===== src/hw/rtl/nst_ram.sv =====
// nst_ram: generic simple dual port ram, one write and one registered read port
// no dependencies
module nst_ram #(
    parameter int WIDTH = 8,
    parameter int DEPTH = 16
) (
    input  logic                                    clk,
    input  logic                                    we,
    input  logic [(DEPTH > 1 ? $clog2(DEPTH) : 1)-1:0] waddr,
    input  logic [WIDTH-1:0]                        wdata,
    input  logic                                    re,
    input  logic [(DEPTH > 1 ? $clog2(DEPTH) : 1)-1:0] raddr,
    output logic [WIDTH-1:0]                        rdata
);

    logic [WIDTH-1:0] mem [DEPTH];
    logic [WIDTH-1:0] rdata_reg;

    always_ff @(posedge clk)
    begin
        if (we)
        begin
            mem[waddr] <= wdata;
        end
        if (re)
        begin
            rdata_reg <= mem[raddr];
        end
    end

    assign rdata = rdata_reg;

endmodule


===== config.mk =====
export PLATFORM = sky130hd
export DESIGN_NAME = nst_ram
export DESIGN_NICKNAME = d
export VERILOG_FILES = /design/src/hw/rtl/nst_ram.sv
export SDC_FILE = /design/constraint.sdc
export NUM_CORES = 1
export LEC_CHECK = 0
export BUFFER_PORTS_ARGS = -buffer_cell sky130_fd_sc_hd__clkbuf_2
export CORE_MARGIN = 2
export CORE_UTILIZATION = 45
export DETAILED_ROUTE_END_ITERATION = 7
export PLACE_DENSITY = 0.73
export SLEW_MARGIN = 10
export SYNTH_ARGS = -nofsm -noshare
export SYNTH_HDL_FRONTEND = slang
export SYNTH_SLANG_ARGS = --single-unit

===== constraint.sdc =====
create_clock -name clk -period 2.3 [get_ports clk]
set_input_delay 0.345 -clock clk [delete_from_list [all_inputs] [get_ports clk]]
set_output_delay 0.345 -clock clk [all_outputs]
set_load 0.03 [all_outputs]

==> metrics.md <==
| Metric | Value |
|---|---|
| Total GRT Usage | 0.166 |
| Period utilisation layout | 0.667 |
| Via count | between 2000 and 2500 |
| Crit path max-delay family | multiplexers |
| Max transition margin | 0.532 |
| Largest net degree at the start of global routing | 33 |
| YS warnings | 0 |
| Nets@finish | between 300 and 400 |
| Hpwl dp | 5880 µm |
| CTS resizes | 0 |
| Area share of the largest cell type after synthesis | 0.781 |
| Core Util, Final | 0.546 |
| CTS tree | yes |
| Worst hold path type | input pin to flop |
| CORE AREA | 0.0114 mm² |
| Mapped cell area | 0.00523 mm² |
| Pwr Total | 0.00578 W |
| Max FFs per register | 128 |
| Slew @ Worst Pin | roughly 700 ps |
| Initial cell density of the core | 0.460 |
| Top cells by area, synth | edfxtp_1, mux4_2, mux4_1, a22oi_1, nor2_1 |
| Drc violations | 0 |
| Register area | approximately 0.0041 mm² |
| Ys flop type | edfxtp_1 |
| Initial antenna violation count | 0 |
| Share of cells above drive strength 1 | 0.319 |
| Fill count | 812 |
| Reg clk slew, reported paths | 60 ps |
| Post-synthesis sequential area ratio | 0.781 |
| Post-route insts no fill | ~440 |
| VDD IR max | 0.694 mV |
| Port Buf Inserts | 26 |
| Final Wtd Congestion | between 0.7 and 0.8 |
| Arrival @ worst endpoint | 1690 ps |
| Synth top cells by count | edfxtp_1, mux4_2, a22oi_1 |
| Leakage | 2.11 nW |
| R2R setup slack | roughly 790 ps |
| Layout area overhead | 18.8% |
| Site Rows | 39 |
| Clock Tree Buf Depth | 2 |
| PD cells | 930 mW/mm² |
| Drt wl/cell | between 20 and 25 µm |
| Max_cap viols | 0 |
| Final slew viol count | 0 |
| Setup violators final | 0 |
| Initial DRC Count | 232 |
| Post-CTS Setup Bufs | 0 |
| Post-synth top area cell | edfxtp_1 |
| Synth unique cells | 18 |
| Post-route ant nets | 0 |
| First-pass GRT wire length | ~15000 µm |
| Max stage delay cell, worst path | mux4_1 |
| CP Buf/Inv Count | 2 |
| Post-synthesis sequential element count | 136 |
| Fin. Hold Viols | 0 |
| Setup crit end kind | flop |
| RSZ-0062 raised after global routing | false |
| Max stage delay on crit path | 600 ps |
| Pre-antenna DRT Iters | 4 |
| Diodes inserted | 0 |
| Fmax | approximately 0.65 GHz |
| Min Tclk post-route | 1530 ps |
| Die ar. | roughly 0.012 mm² |
| Die H | 112 µm |
| Critical-path cell list | clkbuf_2 -> buf_12 -> mux4_1 -> a22oi_1 -> nand2_1 |
| Worst-skew pair later-pin latency | slightly above 400 ps |
| Inst Count DP | ~410 |
| Via density | 5.57 |
| Avg Inst Size Synth | approximately 23 µm² |
| Most numerous cell in the Yosys netlist | edfxtp_1 |
| Inserted Clock Buffers | 17 |
| Post-synth EDFFs | roughly 140 |
| Worst Path Required | 2460 ps |
| IO Pins | 27 |
| Die W | ~110 µm |
| Status | finished, final reports clean |
| Post-synth net total | about 250 |
| Post-synthesis cell count | 229 |
| Clock Skews | 8.59 ps |
| CP max FO | 32 |
| # hold bufs at CTS | 0 |
| Setup CP Type | input pin to flop |
| Root Buffer | clkbuf_16 |
| Area of the multi-input gates | around 0.0011 mm² |
| Overflow after GRT | 0 |
| Startpoint Class | input pin |
| Htree depth | 4 |
| Total Wirelength | ~9700 µm |
| Vias in the first global route | between 2000 and 2500 |
| Fraction of registers with async set/reset | 0 |
| Setup tns final | 0 ps |
| CTS sink count | 136 |
## through the flow
stage / hold WS (ps) / area [µm²] / setup slack, ps
after floorplan: 444 / 5230 / 462
after global placement: 728 / 5610 / 345
after detailed placement: 743 / 5610 / 335
after CTS: 345 / 6210 / 762
after global routing: 348 / 6210 / 709
final: 358 / 6210 / 765
## layer usage
layer	global-route usage	wire length [µm]	up-vias
met5	0	0	-
li1	-	-	1092
met2	0.258	4920	102
met4	0.0667	161	0
met1	0.223	3820	1232
met3	0.0506	784	12
## final cells by class
type                            instances  area share
Sequential cell                       136       0.657
Multi-Input combinational cell         83       0.170
Clock buffer                           17      0.0685
Timing Repair Buffer                   44      0.0467
Tap cell                              143      0.0288
Clock inverter                         15      0.0284
## logic make-up after synthesis
| logic type | Yosys count | synth area share |
|---|---|---|
| AOI/OAI and AO/OA | 16 | 0.0230 |
| DFF | 136 | 0.781 |
| muxes | 32 | 0.148 |
| and+or+nand+nor | 35 | 0.0314 |
| buffers and inverters | 10 | 0.0165 |
## path summary, 6_finish.rpt
kind | startpoint | to | depth (start not counted)
worst max-delay path | raddr[0] | rdata[2] | 5
worst min-delay path | re | rdata[7] | 1
worst max register to register | mem[1][0] | rdata[0] | 3
worst min register to register | mem[8][2] | rdata[2] | 3
## worst reg2reg max path, cell delays in order, from the launching register on
cell,delay (ps)
edfxtp_1,410
mux4_1,560
a22oi_1,220
nand2_1,70
## report_power, final
part / leakage, nW / total, W / internal (W) / switching, W
registers: 1.24 / 0.00281 / 0.00279 / 0.0000146
logic: 0.583 / 0.000273 / 0.000108 / 0.000165
clock network: 0.291 / 0.00270 / 0.00170 / 0.000994
## placed cells by master, fill, tap and decap left out
cell / count
nand2_1: 9
mux4_1: 14
clkinv_1: 1
bufinv_16: 3
and2b_1: 1
nand2b_1: 2
buf_4: 16
and2_1: 1
or3b_2: 1
nor2_1: 13
clkbuf_2: 26
nand3_1: 1
buf_12: 2
inv_6: 2
clkbuf_16: 17
mux4_2: 18
clkinv_2: 3
a22oi_1: 16
nand3b_1: 2
clkinvlp_4: 2
clkinv_4: 4
edfxtp_1: 136
nor3_1: 4
nor2b_1: 1
No activity file was read; power rests on OpenSTA's default activity.
